[config.mk]
export PLATFORM = sky130hd
export DESIGN_NAME = xltable_stream_parser_flat
export DESIGN_NICKNAME = d
export VERILOG_FILES = /design/src/hdl/xlt_pkg.sv /design/src/hdl/xlt_if.sv /design/src/hdl/xltable_stream_parser.sv /design/src/hdl/xlt_divider.sv /design/src/hdl/xlt_result_fifo.sv /design/src/flat_wrapper.sv
export VERILOG_INCLUDE_DIRS = /design/src /design/src/hdl
export SDC_FILE = /design/constraint.sdc
export NUM_CORES = 1
export LEC_CHECK = 0
export BUFFER_PORTS_ARGS = -buffer_cell sky130_fd_sc_hd__buf_2
export CAP_MARGIN = 15
export CORE_UTILIZATION = 55
export DETAILED_ROUTE_END_ITERATION = 7
export PLACE_DENSITY_LB_ADDON = 0.05
export SYNTH_ARGS = -nofsm -noshare
export SYNTH_HDL_FRONTEND = slang
export SYNTH_HIERARCHICAL = 1
export SYNTH_SLANG_ARGS = --single-unit
[constraint.sdc]
create_clock -name i_clk -period 36.1 [get_ports i_clk]
set_input_delay 3.61 -clock i_clk [delete_from_list [all_inputs] [get_ports i_clk]]
set_output_delay 3.61 -clock i_clk [all_outputs]
set_load 0.005 [all_outputs]
[src/hdl/assert_macros.svh]
// Assertion helpers shared by the RTL.
`ifndef ASSERT_MACROS_SVH
`define ASSERT_MACROS_SVH

// Checked outside reset.
`define XLT_ASSERT(lbl, clk, rst_n, prop, msg) \
    lbl: assert property (@(posedge clk) disable iff (!rst_n) prop) else $error(msg);

// Checked at every edge, reset included.
`define XLT_ASSERT_ALWAYS(lbl, clk, prop, msg) \
    lbl: assert property (@(posedge clk) prop) else $error(msg);

`endif

[src/hdl/xlt_pkg.sv]
package xlt_pkg;

    // result kinds
    localparam logic [3:0] K_DIMS      = 4'd0;
    localparam logic [3:0] K_DOUBLE    = 4'd1;
    localparam logic [3:0] K_STR_BYTE  = 4'd2;
    localparam logic [3:0] K_STR_EMPTY = 4'd3;
    localparam logic [3:0] K_BOOL      = 4'd4;
    localparam logic [3:0] K_ERR_CELL  = 4'd5;
    localparam logic [3:0] K_BLANK     = 4'd6;
    localparam logic [3:0] K_INT       = 4'd7;
    localparam logic [3:0] K_FMT_ERR   = 4'd8;
    localparam logic [3:0] K_DONE      = 4'd9;

    // column wrap divider: (col + count) / col_count
    localparam int DIVIDEND_W = 17;
    localparam int DIVISOR_W  = 16;

    // result queue
    localparam int FIFO_DEPTH = 4;

    typedef struct packed {
        logic [3:0]  kind;
        logic [15:0] row;
        logic [15:0] col;
        logic [63:0] value;
        logic        cell_end;
        logic        last_result;
    } t_result;

    typedef struct packed {
        logic [1:0] count;
        t_result    res_a;
        t_result    res_b;
    } t_push;

    typedef struct packed {
        logic                  start;
        logic [DIVIDEND_W-1:0] dividend;
        logic [DIVISOR_W-1:0]  divisor;
    } t_div_req;

    typedef struct packed {
        logic                  busy;
        logic                  done;
        logic [DIVIDEND_W-1:0] quotient;
        logic [DIVISOR_W-1:0]  remainder;
    } t_div_rsp;

endpackage

[src/hdl/xlt_if.sv]
interface xlt_byte_if;
    logic       valid;
    logic       ready;
    logic [7:0] data_byte;
    logic       last_byte;

    modport source (output valid, output data_byte, output last_byte, input ready);
    modport sink   (input valid, input data_byte, input last_byte, output ready);
endinterface

interface xlt_result_if;
    logic        valid;
    logic        ready;
    logic [3:0]  kind;
    logic [15:0] row;
    logic [15:0] col;
    logic [63:0] value;
    logic        cell_end;
    logic        last_result;

    modport source (output valid, output kind, output row, output col, output value,
                    output cell_end, output last_result, input ready);
    modport sink   (input valid, input kind, input row, input col, input value,
                    input cell_end, input last_result, output ready);
endinterface

[src/hdl/xltable_stream_parser.sv]
// Channel   Direction  Word
// i_byte    in         data_byte[7:0], last_byte
// o_result  out        kind[3:0], row, col, value[63:0], cell_end, last_result
//
// One byte per cycle; each byte pushes up to two results into a 4-entry result queue.
// A blank run with a nonzero count stalls the input: the 17-step column wrap divider
// holds i_byte.ready low until the new row and column are known.
// i_byte.ready is also low while more than two results wait in the queue.
// Synchronous active-low reset returns the parser to the header phase.
`include "assert_macros.svh"

module xltable_stream_parser
    import xlt_pkg::*;
(
    input  logic          i_clk,
    input  logic          i_rst_n,
    xlt_byte_if.sink      i_byte,
    xlt_result_if.source  o_result
);

    localparam logic [2:0] PH_HDR     = 3'd0;
    localparam logic [2:0] PH_TYPE    = 3'd1;
    localparam logic [2:0] PH_SIZE    = 3'd2;
    localparam logic [2:0] PH_FIXED   = 3'd3;
    localparam logic [2:0] PH_STRLEN  = 3'd4;
    localparam logic [2:0] PH_STRDATA = 3'd5;
    localparam logic [2:0] PH_DISCARD = 3'd6;
    localparam logic [2:0] PH_HALT    = 3'd7;

    localparam logic [15:0] T_FLOAT  = 16'd1;
    localparam logic [15:0] T_STRING = 16'd2;
    localparam logic [15:0] T_BOOL   = 16'd3;
    localparam logic [15:0] T_ERROR  = 16'd4;
    localparam logic [15:0] T_BLANK  = 16'd5;
    localparam logic [15:0] T_INT    = 16'd6;
    localparam logic [15:0] T_SKIP   = 16'd7;
    localparam logic [15:0] T_TABLE  = 16'd16;
    localparam logic [15:0] HDR_SIZE = 16'd4;

    logic [2:0]  r_phase,       n_phase;
    logic [3:0]  r_bytes_seen,  n_bytes_seen;
    logic [2:0]  r_byte_index,  n_byte_index;
    logic [7:0]  r_string_left, n_string_left;
    logic [15:0] r_row_count,   n_row_count;
    logic [15:0] r_col_count,   n_col_count;
    logic [15:0] r_cur_row,     n_cur_row;
    logic [15:0] r_cur_col,     n_cur_col;
    logic [15:0] r_block_type,  n_block_type;
    logic [15:0] r_block_left,  n_block_left;
    logic [63:0] r_assembly,    n_assembly;

    logic                        acc;
    logic [7:0]                  b;
    logic                        last;
    logic [15:0]                 w;
    logic                        word_done;
    logic                        err;
    logic                        adv1;
    logic                        blank_go;
    logic [15:0]                 bl;
    logic [7:0]                  sl;
    logic [63:0]                 asm_or;
    logic [1:0]                  nres;
    t_result                     res [2];
    t_push                       push;
    t_div_req                    div_req;
    t_div_rsp                    div_rsp;
    logic [$clog2(FIFO_DEPTH):0] fifo_count;

    function automatic t_result mk(input logic [3:0] k, input logic [15:0] r,
                                   input logic [15:0] c, input logic [63:0] v,
                                   input logic e);
        t_result t;
        t.kind        = k;
        t.row         = r;
        t.col         = c;
        t.value       = v;
        t.cell_end    = e;
        t.last_result = 1'b0;
        return t;
    endfunction

    assign b    = i_byte.data_byte;
    assign last = i_byte.last_byte;
    assign i_byte.ready = !div_rsp.busy && (fifo_count <= ($clog2(FIFO_DEPTH)+1)'(FIFO_DEPTH - 2));
    assign acc  = i_byte.valid && i_byte.ready;

    // 16-bit words arrive low byte first; the low byte waits in the assembly register
    assign w         = {b, r_assembly[7:0]};
    assign word_done = (r_byte_index != 3'd0);
    assign asm_or    = r_assembly | ({56'd0, b} << {r_byte_index, 3'b000});

    always_comb begin
        n_phase       = r_phase;
        n_bytes_seen  = r_bytes_seen;
        n_byte_index  = r_byte_index;
        n_string_left = r_string_left;
        n_row_count   = r_row_count;
        n_col_count   = r_col_count;
        n_cur_row     = r_cur_row;
        n_cur_col     = r_cur_col;
        n_block_type  = r_block_type;
        n_block_left  = r_block_left;
        n_assembly    = r_assembly;
        err      = 1'b0;
        adv1     = 1'b0;
        blank_go = 1'b0;
        nres     = 2'd0;
        res[0]   = '0;
        res[1]   = '0;
        bl       = r_block_left - 16'd1;
        sl       = r_string_left - 8'd1;

        // word pickup shared by the phases that read 16-bit words
        if ((r_phase == PH_HDR) || (r_phase == PH_TYPE) || (r_phase == PH_SIZE) ||
            ((r_phase == PH_FIXED) && (r_block_type != T_FLOAT))) begin
            if (word_done) begin
                n_byte_index = 3'd0;
                n_assembly   = '0;
            end else begin
                n_byte_index = 3'd1;
                n_assembly   = {56'd0, b};
            end
        end

        case (r_phase)
            PH_HDR: begin
                n_bytes_seen = r_bytes_seen + 4'd1;
                if (word_done) begin
                    if ((r_bytes_seen == 4'd1) && (w != T_TABLE)) begin
                        err = 1'b1;
                    end else if ((r_bytes_seen == 4'd3) && (w != HDR_SIZE)) begin
                        err = 1'b1;
                    end else if (r_bytes_seen == 4'd5) begin
                        n_row_count = w;
                    end else if (r_bytes_seen == 4'd7) begin
                        n_col_count = w;
                        if ((r_row_count == 16'd0) || (w == 16'd0)) begin
                            err = 1'b1;
                        end else begin
                            res[nres[0]] = mk(K_DIMS, 16'd0, 16'd0,
                                              {32'd0, r_row_count, w}, 1'b0);
                            nres = nres + 2'd1;
                            n_phase = PH_TYPE;
                        end
                    end
                end
            end
            PH_TYPE: begin
                if (word_done) begin
                    n_block_type = w;
                    if (w == T_SKIP) begin
                        err = 1'b1;
                    end else begin
                        n_phase = PH_SIZE;
                    end
                end
            end
            PH_SIZE: begin
                if (word_done) begin
                    n_block_left = w;
                    case (r_block_type)
                        T_FLOAT:                 err = (w[2:0] != 3'd0);
                        T_BOOL, T_ERROR, T_INT:  err = w[0];
                        T_BLANK:                 err = (w != 16'd2);
                        default:                 err = 1'b0;
                    endcase
                    if (!err) begin
                        if (w == 16'd0) begin
                            n_phase = PH_TYPE;
                        end else if (r_block_type == T_STRING) begin
                            n_phase = PH_STRLEN;
                        end else if ((r_block_type >= T_FLOAT) && (r_block_type <= T_INT)) begin
                            n_phase = PH_FIXED;
                        end else begin
                            n_phase = PH_DISCARD;
                        end
                    end
                end
            end
            PH_FIXED: begin
                n_block_left = bl;
                if (r_block_type == T_FLOAT) begin
                    if (r_byte_index == 3'd7) begin
                        res[nres[0]] = mk(K_DOUBLE, r_cur_row, r_cur_col, asm_or, 1'b1);
                        nres = nres + 2'd1;
                        adv1 = 1'b1;
                        n_byte_index = 3'd0;
                        n_assembly   = '0;
                    end else begin
                        n_assembly   = asm_or;
                        n_byte_index = r_byte_index + 3'd1;
                    end
                end else if (word_done) begin
                    case (r_block_type)
                        T_BOOL: begin
                            res[nres[0]] = mk(K_BOOL, r_cur_row, r_cur_col,
                                              {63'd0, (w != 16'd0)}, 1'b1);
                            nres = nres + 2'd1;
                            adv1 = 1'b1;
                        end
                        T_ERROR: begin
                            res[nres[0]] = mk(K_ERR_CELL, r_cur_row, r_cur_col,
                                              {48'd0, w}, 1'b1);
                            nres = nres + 2'd1;
                            adv1 = 1'b1;
                        end
                        T_INT: begin
                            res[nres[0]] = mk(K_INT, r_cur_row, r_cur_col,
                                              {48'd0, w}, 1'b1);
                            nres = nres + 2'd1;
                            adv1 = 1'b1;
                        end
                        default: begin
                            // blank run: position moves through the divider
                            if (w != 16'd0) begin
                                res[nres[0]] = mk(K_BLANK, r_cur_row, r_cur_col,
                                                  {48'd0, w}, 1'b1);
                                nres = nres + 2'd1;
                                blank_go = 1'b1;
                            end
                        end
                    endcase
                end
                if (bl == 16'd0) begin
                    n_phase = PH_TYPE;
                end
            end
            PH_STRLEN: begin
                if (r_block_left != 16'd0) begin
                    n_block_left = bl;
                end
                if (b == 8'd0) begin
                    res[nres[0]] = mk(K_STR_EMPTY, r_cur_row, r_cur_col, 64'd0, 1'b1);
                    nres = nres + 2'd1;
                    adv1 = 1'b1;
                    if (n_block_left == 16'd0) begin
                        n_phase = PH_TYPE;
                    end
                end else begin
                    n_string_left = b;
                    n_phase = PH_STRDATA;
                end
            end
            PH_STRDATA: begin
                if (r_block_left != 16'd0) begin
                    n_block_left = bl;
                end
                n_string_left = sl;
                res[nres[0]] = mk(K_STR_BYTE, r_cur_row, r_cur_col, {56'd0, b},
                                  (sl == 8'd0));
                nres = nres + 2'd1;
                if (sl == 8'd0) begin
                    adv1 = 1'b1;
                    n_phase = (n_block_left != 16'd0) ? PH_STRLEN : PH_TYPE;
                end
            end
            PH_DISCARD: begin
                n_block_left = bl;
                if (bl == 16'd0) begin
                    n_phase = PH_TYPE;
                end
            end
            default: begin
            end
        endcase

        // the column stays below col_count, so a single step wraps on equality
        if (adv1) begin
            if ({1'b0, r_cur_col} + 17'd1 == {1'b0, r_col_count}) begin
                n_cur_col = 16'd0;
                n_cur_row = r_cur_row + 16'd1;
            end else begin
                n_cur_col = r_cur_col + 16'd1;
            end
        end

        if (err) begin
            res[nres[0]] = mk(K_FMT_ERR, 16'd0, 16'd0, 64'd0, 1'b0);
            nres = nres + 2'd1;
            n_phase = PH_HALT;
        end

        if (last) begin
            if (n_phase != PH_HALT) begin
                if ((n_phase == PH_TYPE) && (n_byte_index == 3'd0)) begin
                    res[nres[0]] = mk(K_DONE, 16'd0, 16'd0, 64'd0, 1'b0);
                end else begin
                    res[nres[0]] = mk(K_FMT_ERR, 16'd0, 16'd0, 64'd0, 1'b0);
                end
                nres = nres + 2'd1;
            end
            n_phase       = PH_HDR;
            n_bytes_seen  = '0;
            n_byte_index  = '0;
            n_string_left = '0;
            n_row_count   = '0;
            n_col_count   = '0;
            n_cur_row     = '0;
            n_cur_col     = '0;
            n_block_type  = '0;
            n_block_left  = '0;
            n_assembly    = '0;
        end

        if (nres == 2'd1) begin
            res[0].last_result = 1'b1;
        end else if (nres == 2'd2) begin
            res[1].last_result = 1'b1;
        end
    end

    assign div_req.start    = acc && blank_go && !last;
    assign div_req.dividend = {1'b0, r_cur_col} + {1'b0, w};
    assign div_req.divisor  = r_col_count;

    assign push.count = acc ? nres : 2'd0;
    assign push.res_a = res[0];
    assign push.res_b = res[1];

    always_ff @(posedge i_clk) begin
        if (!i_rst_n) begin
            r_phase       <= PH_HDR;
            r_bytes_seen  <= '0;
            r_byte_index  <= '0;
            r_string_left <= '0;
            r_row_count   <= '0;
            r_col_count   <= '0;
            r_cur_row     <= '0;
            r_cur_col     <= '0;
            r_block_type  <= '0;
            r_block_left  <= '0;
            r_assembly    <= '0;
        end else if (acc) begin
            r_phase       <= n_phase;
            r_bytes_seen  <= n_bytes_seen;
            r_byte_index  <= n_byte_index;
            r_string_left <= n_string_left;
            r_row_count   <= n_row_count;
            r_col_count   <= n_col_count;
            r_cur_row     <= n_cur_row;
            r_cur_col     <= n_cur_col;
            r_block_type  <= n_block_type;
            r_block_left  <= n_block_left;
            r_assembly    <= n_assembly;
        end else if (div_rsp.done) begin
            r_cur_row <= r_cur_row + div_rsp.quotient[15:0];
            r_cur_col <= div_rsp.remainder;
        end
    end

    xlt_divider u_div (
        .i_clk   (i_clk),
        .i_rst_n (i_rst_n),
        .i_req   (div_req),
        .o_rsp   (div_rsp)
    );

    xlt_result_fifo u_fifo (
        .i_clk    (i_clk),
        .i_rst_n  (i_rst_n),
        .i_push   (push),
        .o_count  (fifo_count),
        .o_result (o_result)
    );

    `XLT_ASSERT(a_ready_not_dividing, i_clk, i_rst_n, i_byte.ready |-> !div_rsp.busy, "byte taken while divider busy")
    `XLT_ASSERT(a_div_start_on_word, i_clk, i_rst_n, div_req.start |-> (acc && (r_phase == PH_FIXED)), "divider started outside a blank word")
    `XLT_ASSERT(a_div_runs, i_clk, i_rst_n, div_req.start |=> (div_rsp.busy && !i_byte.ready), "divider did not hold the input")
    `XLT_ASSERT(a_blank_nonzero_cols, i_clk, i_rst_n, div_req.start |-> (r_col_count != 16'd0), "blank run with zero column count")

endmodule

[src/hdl/xlt_divider.sv]
module xlt_divider
    import xlt_pkg::*;
(
    input  logic     i_clk,
    input  logic     i_rst_n,
    input  t_div_req i_req,
    output t_div_rsp o_rsp
);

    localparam int CntW = $clog2(DIVIDEND_W + 1);

    logic [CntW-1:0]       r_cnt;
    logic [DIVIDEND_W-1:0] r_rem;
    logic [DIVIDEND_W-1:0] r_quo;
    logic [DIVISOR_W-1:0]  r_div;
    logic [DIVIDEND_W-1:0] n_rem;
    logic [DIVIDEND_W-1:0] n_quo;
    logic [DIVIDEND_W-1:0] trial;

    // one restoring step per cycle, dividend bits shifted in from the top
    always_comb begin
        trial = {r_rem[DIVIDEND_W-2:0], r_quo[DIVIDEND_W-1]};
        if (trial >= {{(DIVIDEND_W-DIVISOR_W){1'b0}}, r_div}) begin
            n_rem = trial - {{(DIVIDEND_W-DIVISOR_W){1'b0}}, r_div};
            n_quo = {r_quo[DIVIDEND_W-2:0], 1'b1};
        end else begin
            n_rem = trial;
            n_quo = {r_quo[DIVIDEND_W-2:0], 1'b0};
        end
    end

    always_ff @(posedge i_clk) begin
        if (!i_rst_n) begin
            r_cnt <= '0;
        end else if (i_req.start) begin
            r_cnt <= CntW'(DIVIDEND_W);
        end else if (r_cnt != '0) begin
            r_cnt <= r_cnt - 1'b1;
        end
    end

    always_ff @(posedge i_clk) begin
        if (i_req.start) begin
            r_rem <= '0;
            r_quo <= i_req.dividend;
            r_div <= i_req.divisor;
        end else if (r_cnt != '0) begin
            r_rem <= n_rem;
            r_quo <= n_quo;
        end
    end

    assign o_rsp.busy      = (r_cnt != '0);
    assign o_rsp.done      = (r_cnt == CntW'(1));
    assign o_rsp.quotient  = n_quo;
    assign o_rsp.remainder = n_rem[DIVISOR_W-1:0];

endmodule

[src/hdl/xlt_result_fifo.sv]
`include "assert_macros.svh"

module xlt_result_fifo
    import xlt_pkg::*;
(
    input  logic                        i_clk,
    input  logic                        i_rst_n,
    input  t_push                       i_push,
    output logic [$clog2(FIFO_DEPTH):0] o_count,
    xlt_result_if.source                o_result
);

    localparam int PtrW = $clog2(FIFO_DEPTH);

    t_result          r_mem [FIFO_DEPTH];
    logic [PtrW-1:0]  r_wr_ptr;
    logic [PtrW-1:0]  r_rd_ptr;
    logic [PtrW:0]    r_count;
    logic             pop;
    t_result          head;

    assign pop  = o_result.valid && o_result.ready;
    assign head = r_mem[r_rd_ptr];

    always_ff @(posedge i_clk) begin
        if (i_push.count != 2'd0) begin
            r_mem[r_wr_ptr] <= i_push.res_a;
        end
        if (i_push.count == 2'd2) begin
            r_mem[r_wr_ptr + 1'b1] <= i_push.res_b;
        end
    end

    always_ff @(posedge i_clk) begin
        if (!i_rst_n) begin
            r_wr_ptr <= '0;
            r_rd_ptr <= '0;
            r_count  <= '0;
        end else begin
            r_wr_ptr <= r_wr_ptr + PtrW'(i_push.count);
            r_rd_ptr <= r_rd_ptr + PtrW'(pop);
            r_count  <= r_count + (PtrW+1)'(i_push.count) - (PtrW+1)'(pop);
        end
    end

    assign o_count              = r_count;
    assign o_result.valid       = (r_count != '0);
    assign o_result.kind        = head.kind;
    assign o_result.row         = head.row;
    assign o_result.col         = head.col;
    assign o_result.value       = head.value;
    assign o_result.cell_end    = head.cell_end;
    assign o_result.last_result = head.last_result;

    `XLT_ASSERT(a_count_bound, i_clk, i_rst_n, r_count <= (PtrW+1)'(FIFO_DEPTH), "fifo count past depth")
    `XLT_ASSERT(a_no_overflow, i_clk, i_rst_n, (i_push.count != 2'd0) |-> (r_count <= (PtrW+1)'(FIFO_DEPTH) - (PtrW+1)'(i_push.count)), "fifo push overflows")

endmodule
[src/flat_wrapper.sv]
// flat-port wrapper written by rule: the top's interface ports become plain ports
module xltable_stream_parser_flat import xlt_pkg::*;
  (i_clk, i_rst_n, i_byte_valid, i_byte_data_byte, i_byte_last_byte, i_byte_ready, o_result_valid, o_result_kind, o_result_row, o_result_col, o_result_value, o_result_cell_end, o_result_last_result, o_result_ready);
  xlt_byte_if i_byte_i ();
  xlt_result_if o_result_i ();
  input  logic i_clk;
  input  logic i_rst_n;
  input wire logic [$bits(i_byte_i.valid)-1:0] i_byte_valid;
  input wire logic [$bits(i_byte_i.data_byte)-1:0] i_byte_data_byte;
  input wire logic [$bits(i_byte_i.last_byte)-1:0] i_byte_last_byte;
  output wire logic [$bits(i_byte_i.ready)-1:0] i_byte_ready;
  output wire logic [$bits(o_result_i.valid)-1:0] o_result_valid;
  output wire logic [$bits(o_result_i.kind)-1:0] o_result_kind;
  output wire logic [$bits(o_result_i.row)-1:0] o_result_row;
  output wire logic [$bits(o_result_i.col)-1:0] o_result_col;
  output wire logic [$bits(o_result_i.value)-1:0] o_result_value;
  output wire logic [$bits(o_result_i.cell_end)-1:0] o_result_cell_end;
  output wire logic [$bits(o_result_i.last_result)-1:0] o_result_last_result;
  input wire logic [$bits(o_result_i.ready)-1:0] o_result_ready;
  assign i_byte_i.valid = i_byte_valid;
  assign i_byte_i.data_byte = i_byte_data_byte;
  assign i_byte_i.last_byte = i_byte_last_byte;
  assign i_byte_ready = i_byte_i.ready;
  assign o_result_valid = o_result_i.valid;
  assign o_result_kind = o_result_i.kind;
  assign o_result_row = o_result_i.row;
  assign o_result_col = o_result_i.col;
  assign o_result_value = o_result_i.value;
  assign o_result_cell_end = o_result_i.cell_end;
  assign o_result_last_result = o_result_i.last_result;
  assign o_result_i.ready = o_result_ready;
  xltable_stream_parser u_core (.i_clk(i_clk), .i_rst_n(i_rst_n), .i_byte(i_byte_i), .o_result(o_result_i));
endmodule
-- Yosys cells after proc, flatten, opt, wreduce, memory -nomap -nowiden
Memories as Yosys holds them, arrays and structs flattened. A register that Yosys moved wholly into a read port is not among the register bits.
Cells that the tools add are included.
- memories kept: 1
- register bits: 239
- word-level logic and storage cells: 296
- input bits: 13
- bits in writable memories: 408
- add/sub/neg operators: 18
- eq/ne operators: 36
- order comparisons: 8
- shift operators: 1
- bitwise gates (word level): 13
- muxes and demuxes: 146
- reductions and logical operators: 54
- memories (memory ; words ; bits a word ; rd ports ; clocked after Yosys merged registers in ; write ports ; RTL line ; RTL):
    u_core.u_fifo.r_mem ; 4 ; 102 ; 1 ; 1 ; 2 ; xlt_result_fifo.sv:15 ; t_result r_mem [FIFO_DEPTH];
- operator list (cell ; count):
    $mux W102 ; 9
    $mux W204 ; 4
    $mux W16 ; 31
    $pmux W102 S4 ; 1
    $and A202 B202 Y202 ; 2
    $not A202 Y202 ; 2
    $mux W64 ; 5
    $pmux W102 S3 ; 1
    $demux W102 S1 ; 2
    $and A200 B200 Y200 ; 1
    $not A200 Y200 ; 1
    $mux W101 ; 1
    $mux W100 ; 1
    $mux W99 ; 1
    $mux W3 ; 25
    $eq A16 B3 Y1 const B ; 4
    $logic_not A16 Y1 ; 4
    $or A64 B64 Y64 ; 1
    $pmux W16 S4 ; 1
    $shl A8 B6 Y64 ; 1
    $reduce_bool A16 Y1 ; 3
    $mux W1 ; 35
    $mux W17 ; 2
    $mux W34 ; 1
    66 further kinds ; 137

-- Depth between registers and ports, before layout
Gate-level depths: netlist of run 1.
- depth after elaboration: 23
- mapped depth: 20
- gate-level depth less buffers: 18

-- Hierarchy
Netlist of run 1, hierarchy kept.
- by module, submodules not included (module ; cells an instance ; area an instance (um^2) ; times used ; sequential area each (um^2)):
    xlt_result_fifo ; 1030 ; 20045.5 ; 1 ; 12391.9
    xltable_stream_parser ; 1740 ; 12818.5 ; 1 ; 3563.4
    xlt_divider ; 353 ; 3450.8 ; 1 ; 1411.4

-- Worst setup path after synthesis of run 1
Ideal clock, no wire load.
- path type: input-to-reg
- start point: input port i_byte_data_byte[4]
- end point: memory u_core/u_fifo/r_mem[0][0] (netlist name) (enable)
- setup time: 0.704 ns
- setup slack: 21.753 ns
- stages on the path: 16
- data arrival time: 13.643 ns
- cells stage by stage: clkbuf_1 -> nor4_2 -> and4_1 -> clkbuf_1 -> nand2_1 -> o31ai_1 -> nand2_1 -> nand3_1 -> nand3_1 -> nor2_1 -> ha_1 -> clkbuf_1 -> xor2_1 -> nor2_1 -> o21bai_1 -> o21ai_0
- RTL lines (element ; RTL line ; RTL):
    start, declared ; flat_wrapper.sv:9 ; input wire logic [$bits(i_byte_i.data_byte)-1:0] i_byte_data_byte;
    end, declared ; xlt_result_fifo.sv:15 ;

==> impl_metrics.ini, run 1 <==
[sta]
drv_slew = 0
max_freq_mhz = 107
slew_headroom_pct = 23.2
fin_tns_setup_ns = 0
finalClockSkew_ns = 0.0219
rsz0062_at_grt = no
finalSetupViolCount = 0
hold_violations = 0
fin_crit_ns = 9.38
tightest_slew_ns = 1.14
post-route-period-util_pct = 26.0

[cts]
clk_path_buf_depth = 3
cts_resized = 0
clock_latency_ns = 0.62
cts_tree = done
h-tree-depth = 3
cts.sinks = 647
cts_inserted_buffers = 71
ctsHoldBuffers = 0
cts_root_buffer = clkbuf_16
postCtsSetupBuffers = 0
clk_pin_slew_ns = 0.06

[yosys]
yosys_warnings = 6
avgSynthCellArea_um2 = 11.6
synth_area_mm2 = 0.0363
syn_inst = 3122

[power]
power.density_mw_per_mm2 = 61.4
ir_worst_vdd_v = 0.0000385
p_total_mw = 2.52
p_leak_nw = 15.5

[routing]
drtIter0Drc = 2239
via_count = 26500
ant_nets = 0
drc_errors = 0
drt-vias-per-instance = 5.99
wl_per_cell_um = 22.6
drt_pass1_iterations = 6
drt-total-wl_um = 100000

[critical_path]
r2r_start = u_core/u_div/r_cnt[0]
cp-start-kind = primary input
r2r_end = u_core/u_fifo/r_mem[2][31]
reg2reg_slack_ns = 29.11
critPathKind = in2reg
cp-end-kind = register
cp_max_fo = 59
cp_data_arrival_time_ns = 9.61
crit_required_ns = 36.34
reg2reg_depth = 12

[global_routing]
grt_max_degree = 85
grt_antenna_before_repair = 8
grt_pass1_vias = 26500
grt.total_usage_pct = 29.8
grt_pass1_wl_um = 154000
overflow = 0

[floorplan]
coreArea_mm2 = 0.0648
dieArea_mm2 = 0.0670
ios = 117
num_rows = 93
start_util_pct = 56.0
die_h_um = 259
die_x_um = 259

[run_status]
status = completed

[hold_path]
hold_start = u_core/u_div/r_rem[8]
min_path_type = reg2reg
whs_endpoint = u_core/u_div/r_rem[8]
whs_path_depth = 2

[final_layout]
nFillCells = 5190
syn_to_final_growth_pct = 13.0
drive_gt1_share_pct = 17.4
nets = 3605

[placed_design]
gp_congestion = 0.919
portBuffers = 116
dp_hpwl_um = 65500

[job]
drv_cap = 0
==> critical path, cell delays in order <==
cell and delay, ns:
buf_2 0.27, nor4_2 0.57, and4_1 0.58, o21ai_1 0.18
nand3_1 0.12, o211ai_1 0.15, nor2_1 0.25, inv_1 0.12
ha_1 0.23, a211oi_1 0.75, and4bb_4 1.02, o21bai_4 0.26
buf_4 0.72, buf_4 0.71
==> layer usage <==
layer / vias up / part of all wire (%) / GRT usage [%]
met2: 863 / 48 / 49.0
met3: 143 / 5.6 / 3.55
met5: - / 0.028 / 0
met1: 13300 / 45 / 41.6
met4: 4 / 2.1 / 8.23
li1: 12200 / - / -
==> cells in the final DEF, fill, tap and decap left out, types with 42 or more instances in the layout <==
cell type,n
buf_2,117
nand3_1,72
a21oi_1,155
xnor2_1,47
ha_1,69
inv_1,65
a22oi_1,72
clkbuf_16,73
mux2_2,177
mux2i_1,59
and2_1,53
o21ai_0,81
buf_4,42
dfxtp_1,204
conb_1,396
nor2_1,345
nand2_1,146
edfxtp_1,441
nor3_1,51
mux2_1,248
mux4_2,102
==> power breakdown <==
group,internal [mW],total (mW),switching [mW]
clock,0.421,0.724,0.303
sequential,0.886,0.983,0.0972
combinational,0.343,0.810,0.468
total,1.65,2.52,0.868
==> sequential cells by signal (all words and copies together) (netlist names) <==
register                count
u_core/r_string_left        8
u_core/r_block_left        16
u_core/u_fifo/o_count       3
u_core/u_div/r_cnt          5
u_core/r_col_count         16
u_core/r_cur_row           16
u_core/r_assembly          64
u_core/r_phase              3
u_core/r_row_count         16
u_core/u_div/r_div         16
u_core/r_byte_index         3
u_core/u_div/r_rem         16
u_core/r_bytes_seen         4
u_core/u_fifo/r_mem       408
u_core/u_fifo/r_rd_ptr      2
u_core/r_cur_col           16
u_core/r_block_type        16
u_core/u_fifo/r_wr_ptr      2
u_core/u_div/r_quo         17
==> worst max path at each step <==
stage / startpoint / to / slack [ns] / cells after the start
finish: i_byte_data_byte[4] / u_core/u_fifo/r_mem[2][31] / 26.72 / 14
global route: i_byte_data_byte[5] / u_core/u_fifo/r_mem[2][13] / 26.22 / 14
CTS: i_byte_data_byte[1] / u_core/u_fifo/r_mem[2][31] / 26.72 / 14
detailed placement: i_byte_data_byte[1] / u_core/u_fifo/r_mem[2][25] / 26.08 / 14
global placement: i_byte_data_byte[1] / u_core/u_fifo/r_mem[2][25] / 26.15 / 14
floorplan: i_byte_data_byte[4] / u_core/u_fifo/r_mem[0][0] / 21.75 / 16
==> metrics by stage <==
| stage | util [%] | hold WS, ns | cells | worst slack [ns] | instance area (um2) |
|---|---|---|---|---|---|
| detailed placement | 59.6 | 0.475 | 4295 | 26.08 | 38700 |
| finish | 63.3 | 0.485 | 4434 | 26.72 | 41000 |
| global route | 63.3 | 0.516 | 4434 | 26.22 | 41000 |
| global placement | 59.6 | 0.464 | 4295 | 26.15 | 38700 |
| CTS | 63.2 | 0.487 | 4426 | 26.72 | 41000 |
| floorplan | - | 0.449 | 3517 | 21.75 | 37800 |
==> area by class of cell <==
| class | instances | area [um2] | area share [%] |
|---|---|---|---|
| Clock buffer | 98 | 2010 | 4.90 |
| Clock inverter | 33 | 314 | 0.765 |
| Tap cell | 855 | 1070 | 2.61 |
| Timing Repair Buffer | 163 | 940 | 2.29 |
| Multi-Input combinational cell | 2566 | 19100 | 46.4 |
| Inverter | 70 | 268 | 0.652 |
| Antenna cell | 2 | 5.00 | 0.0122 |
| Sequential cell | 647 | 17400 | 42.3 |
No activity file was read; power rests on OpenSTA's default activity.
==> inputs of run 2 (changes only) <==
==> constraint.sdc (replaced) <==
create_clock -name i_clk -period 9.3 [get_ports i_clk]
set_input_delay 0.93 -clock i_clk [delete_from_list [all_inputs] [get_ports i_clk]]
set_output_delay 0.93 -clock i_clk [all_outputs]
set_load 0.005 [all_outputs]
==> impl_metrics.ini, run 2 (synthesis results as in run 1) <==
[power]
ir_worst_vdd_v = 0.000188
p_leak_nw = 15.4
power.density_mw_per_mm2 = 237

[routing]
ant_nets = 0
via_count = 26300
drc_errors = 0
drt-vias-per-instance = 5.94
drt-total-wl_um = 99500
wl_per_cell_um = 22.5
drt_pass1_iterations = 6
drtIter0Drc = 2252

[hold_path]
whs_endpoint = u_core/r_block_left[15]
min_path_type = reg2reg
whs_path_depth = 2
hold_start = u_core/r_block_left[15]

[critical_path]
critPathKind = reg2reg
cp-end-kind = register
cp-start-kind = register
reg2reg_slack_ns = 3.03
cp_max_fo = 58
r2r_start = u_core/r_block_type[3]
crit_start = u_core/r_block_type[3]
reg2reg_depth = 9
crit_required_ns = 9.65
r2r_end = u_core/u_fifo/r_mem[2][22]
cp_data_arrival_time_ns = 6.62

[sta]
post-route-period-util_pct = 67.4
hold_violations = 0
slew_headroom_pct = 22.4
rsz0062_at_grt = no
finalClockSkew_ns = 0.0264
drv_slew = 0
fin_tns_setup_ns = 0
fin_crit_ns = 6.27
finalSetupViolCount = 0
tightest_slew_ns = 1.15
max_freq_mhz = 160

[cts]
cts_resized = 0
h-tree-depth = 3
cts_tree = done
cts.sinks = 647
cts_root_buffer = clkbuf_16
clk_path_buf_depth = 3
ctsHoldBuffers = 0
clk_pin_slew_ns = 0.06
postCtsSetupBuffers = 0
clock_latency_ns = 0.62
cts_inserted_buffers = 72

[final_layout]
drive_gt1_share_pct = 16.9
postLayoutCoreUtil_pct = 63.2
multiInputGateArea_mm2 = 0.0191
seq_area_mm2 = 0.0174
syn_to_final_growth_pct = 12.9
max_flop_register = u_core/u_fifo/r_mem
nFillCells = 5200
largest_reg_flops = 408
reg_top3 = u_core/u_fifo/r_mem x408, u_core/r_assembly x64, u_core/u_div/r_quo x17
layout_common_cells = edfxtp_1 (441), conb_1 (396), nor2_1 (345)
layout_commonest_cell = edfxtp_1
nets = 3600

[floorplan]
dieArea_mm2 = 0.0670
start_util_pct = 56.0
ios = 117
die_x_um = 259
die_h_um = 259
num_rows = 93
coreArea_mm2 = 0.0648

[placed_design]
portBuffers = 116
gp_congestion = 0.909
dp_hpwl_um = 65800

[run_status]
status = completed

[job]
drv_cap = 0

[global_routing]
grt_pass1_vias = 26500
grt.total_usage_pct = 29.6
grt_antenna_before_repair = 4
grt_max_degree = 103
grt_pass1_wl_um = 153000
overflow = 0
run 2: cell types whose count changed in the layout (fill, tap and decap cells not counted), moves of 2 or more:
| cell | before | now |
|---|---|---|
| clkbuf_1 | 15 | 27 |
| clkbuf_8 | 9 | 3 |
| buf_4 | 42 | 34 |
| buf_12 | 0 | 2 |
| clkinv_2 | 11 | 6 |
run 2: how the worst max path moves through the flow:
stage / slack [ns] / endpoint
2_1_floorplan: 0.17 / u_core/u_fifo/r_mem[2][0]
3_3_place_gp: 2.56 / u_core/u_fifo/r_mem[2][22]
3_5_place_dp: 2.47 / u_core/u_fifo/r_mem[2][23]
4_1_cts: 3.11 / u_core/u_fifo/r_mem[2][24]
5_1_grt: 2.62 / u_core/u_fifo/r_mem[2][22]
6_report: 3.03 / u_core/u_fifo/r_mem[2][22]
run 2: per-layer routing:
layer / global-route usage (%) / up-vias / share of wire (%)
li1: - / 12200 / -
met1: 40.6 / 13200 / 44
met2: 48.6 / 797 / 47
met3: 4.50 / 151 / 5.7
met4: 8.99 / 0 / 2.7
met5: 0 / - / 0
run 2: worst max-delay path, cell delays in order (launching register included):
cell and delay (ns):
dfxtp_1 0.34, nor3_1 0.62, nand4_1 0.67, o21ai_0 0.34, a21oi_1 0.23, o41a_1 0.61
a211oi_1 0.87, and4bb_4 0.96, buf_4 0.82, mux2_2 0.42
run 2: per-stage QoR:
stage | instances | instance area, um2 | power, mW | setup slack [ns] | hold WS, ns
2_1_floorplan | 3517 | 37800 | 6.11 | 0.174 | 0.449
3_3_place_gp | 4289 | 38600 | 6.90 | 2.56 | 0.465
3_5_place_dp | 4289 | 38600 | 6.98 | 2.47 | 0.471
4_1_cts | 4420 | 40900 | 9.76 | 3.11 | 0.479
5_1_grt | 4428 | 41000 | 10.2 | 2.62 | 0.508
6_report | 4428 | 41000 | 9.73 | 3.03 | 0.482
run 2: area by class of cell:
cell class,count,share of cell area [%]
clock buffer,105,4.88
clock inverter,26,0.663
sequential,647,42.4
timing repair buffer,157,2.25
tap,855,2.61
inverter,70,0.653
antenna,2,0.0122
multi-input combinational,2566,46.5
run 2: power by group:
group / switching (mW) / internal [mW] / leakage (nW)
Clock: 1.16 / 1.61 / 1.10
Sequential: 0.358 / 3.44 / 5.40
Combinational: 1.83 / 1.34 / 8.89
==> inputs of run 3 (changes only) <==
==> constraint.sdc (replaced) <==
create_clock -name i_clk -period 5.6 [get_ports i_clk]
set_input_delay 0.56 -clock i_clk [delete_from_list [all_inputs] [get_ports i_clk]]
set_output_delay 0.56 -clock i_clk [all_outputs]
set_load 0.005 [all_outputs]
==> impl_metrics.ini, run 3 (synthesis results as in run 1) <==
[critical_path]
r2r_start = u_core/r_block_type[9]
max_stage_delay_ns = 0.75
cp_slowest_cell = nor4_1
cp_top_family = simple AND/OR/NAND/NOR gates
critPathKind = reg2reg
reg2reg_depth = 11
reg2reg_slack_ns = 0.78
r2r_end = u_core/u_fifo/r_mem[1][15]
cp_data_arrival_time_ns = 5.18
cp-end-kind = register
critical_path.cell_chain = nor4_1 -> nand4_1 -> o22a_1 -> nand3_1 -> nor2_1 -> ha_1 -> xor2_1 -> nor2_2 -> nor4b_4 -> buf_12 -> mux2_2
crit_required_ns = 5.96
cp-start-kind = register
cp_max_fo = 39
path_buf_inv = 1

[sta]
fin_tns_setup_ns = 0
fin_crit_ns = 4.82
post-route-period-util_pct = 86.1
finalClockSkew_ns = 0.0190
max_freq_mhz = 207
drv_slew = 0
whs_ns = 0.367
finalSetupViolCount = 0
slew_headroom_pct = 22.1
setup_slack_ns = 0.776
tightest_slew_ns = 1.17
hold_violations = 0
rsz0062_at_grt = no

[hold_path]
hold_start = o_result_ready
min_path_type = in2reg
whs_path_depth = 3
whs_endpoint = u_core/u_fifo/r_rd_ptr[1]

[floorplan]
num_rows = 93
dieArea_mm2 = 0.0670
ios = 117
coreArea_mm2 = 0.0648
die_h_um = 259
die_x_um = 259
start_util_pct = 56.0

[routing]
drtIter0Drc = 2179
drt-total-wl_um = 101000
drt_pass1_iterations = 5
drt-vias-per-instance = 5.98
ant_nets = 0
via_count = 26700
wl_per_cell_um = 22.6
drc_errors = 0

[final_layout]
nets = 3639
layout_common_cells = edfxtp_1 (441), conb_1 (396), nor2_1 (344)
drive_gt1_share_pct = 18.1
layout_commonest_cell = edfxtp_1
postLayoutCoreUtil_pct = 64.0
largest_reg_flops = 408
max_flop_register = u_core/u_fifo/r_mem
reg_top3 = u_core/u_fifo/r_mem x408, u_core/r_assembly x64, u_core/u_div/r_quo x17
syn_to_final_growth_pct = 14.2
final_area_mm2 = 0.0415

[placed_design]
post-place-ws_ns = 0.844
portBuffers = 116
dp_hpwl_um = 65800
dpl_cell_area_mm2 = 0.0392
gp_congestion = 0.939

[cts]
clock_latency_ns = 0.62
ctsHoldBuffers = 0
cts_tree = done
cts_inserted_buffers = 72
cts_resized = 0
clk_path_buf_depth = 3
cts_root_buffer = clkbuf_16
h-tree-depth = 3
postCtsSetupBuffers = 0
clk_pin_slew_ns = 0.06
cts.sinks = 647

[global_routing]
grt_max_degree = 73
grt_antenna_before_repair = 5
grt_pass1_vias = 26700
grt.total_usage_pct = 30.1
overflow = 0
grt_pass1_wl_um = 155000

[power]
ir_worst_vdd_v = 0.000274
p_leak_nw = 15.7
power.density_mw_per_mm2 = 394

[run_status]
status = completed

[job]
drv_cap = 0
-- run 3: cell types whose count changed in the layout (fill, tap and decap cells not counted), moves of 2 or more --
cell        before  now
buf_4           34   62
buf_12           2   18
clkbuf_1        27   19
clkbuf_8         3    8
clkinv_2         6    9
buf_8            2    0
clkbuf_2         2    0
clkbuf_4         2    0
clkinv_1        13   11
clkinvlp_4       0    2
inv_16           0    2
-- run 3: worst max path at each step --
| stage | slack (ns) | from | to | cells past startpoint |
|---|---|---|---|---|
| 3_5_place_dp | 0.84 | i_byte_data_byte[4] | u_core/u_fifo/r_mem[1][15] | 16 |
| 5_1_grt | 0.49 | u_core/u_div/r_div[3] | u_core/r_cur_row[15] | 16 |
| 2_1_floorplan | -0.86 | i_byte_data_byte[4] | u_core/u_fifo/r_mem[3][0] | 16 |
| 3_3_place_gp | 0.93 | i_byte_data_byte[4] | u_core/u_fifo/r_mem[1][18] | 16 |
| 6_report | 0.78 | u_core/r_block_type[9] | u_core/u_fifo/r_mem[1][15] | 11 |
| 4_1_cts | 0.87 | u_core/r_byte_index[1] | u_core/u_fifo/r_mem[1][15] | 13 |
-- run 3: per-stage QoR --
stage               power [mW]  std cells
floorplan                 10.1       3517
detailed placement        11.7       4333
global placement          11.6       4333
CTS                       16.4       4462
finish                    16.3       4464
global route              17.1       4464
-- run 3: tightest hold or removal path, delay by kind of cell --
kind	cells	cell delay, ns
multiplexers	1	0.09
AO/OA/AOI/OAI	1	0.13
buffers and inverters	1	0.14
-- run 3: per-layer routing --
layer / up-vias / global-route usage (%) / wire, um
li1: 12300 / - / -
met1: 13300 / 41.0 / 43900
met2: 971 / 50.0 / 48300
met3: 182 / 3.68 / 5940
met4: 0 / 9.42 / 2600
met5: - / 0 / 0
-- run 3: layout make-up --
cell class	instances	area (um2)
Clock inverter	28	258
Multi-Input combinational cell	2566	19100
Tap cell	855	1070
Antenna cell	1	2.50
Clock buffer	101	2030
Timing Repair Buffer	196	1410
Inverter	70	268
Sequential cell	647	17400
Fill cell	5161	23300
-- run 3: where the power goes --
| group | leakage, nW | internal [mW] | switching [mW] |
|---|---|---|---|
| combinational | 9.14 | 2.29 | 3.03 |
| sequential | 5.40 | 5.71 | 0.656 |
| clock | 1.12 | 2.69 | 1.96 |
| total | 15.7 | 10.7 | 5.65 |
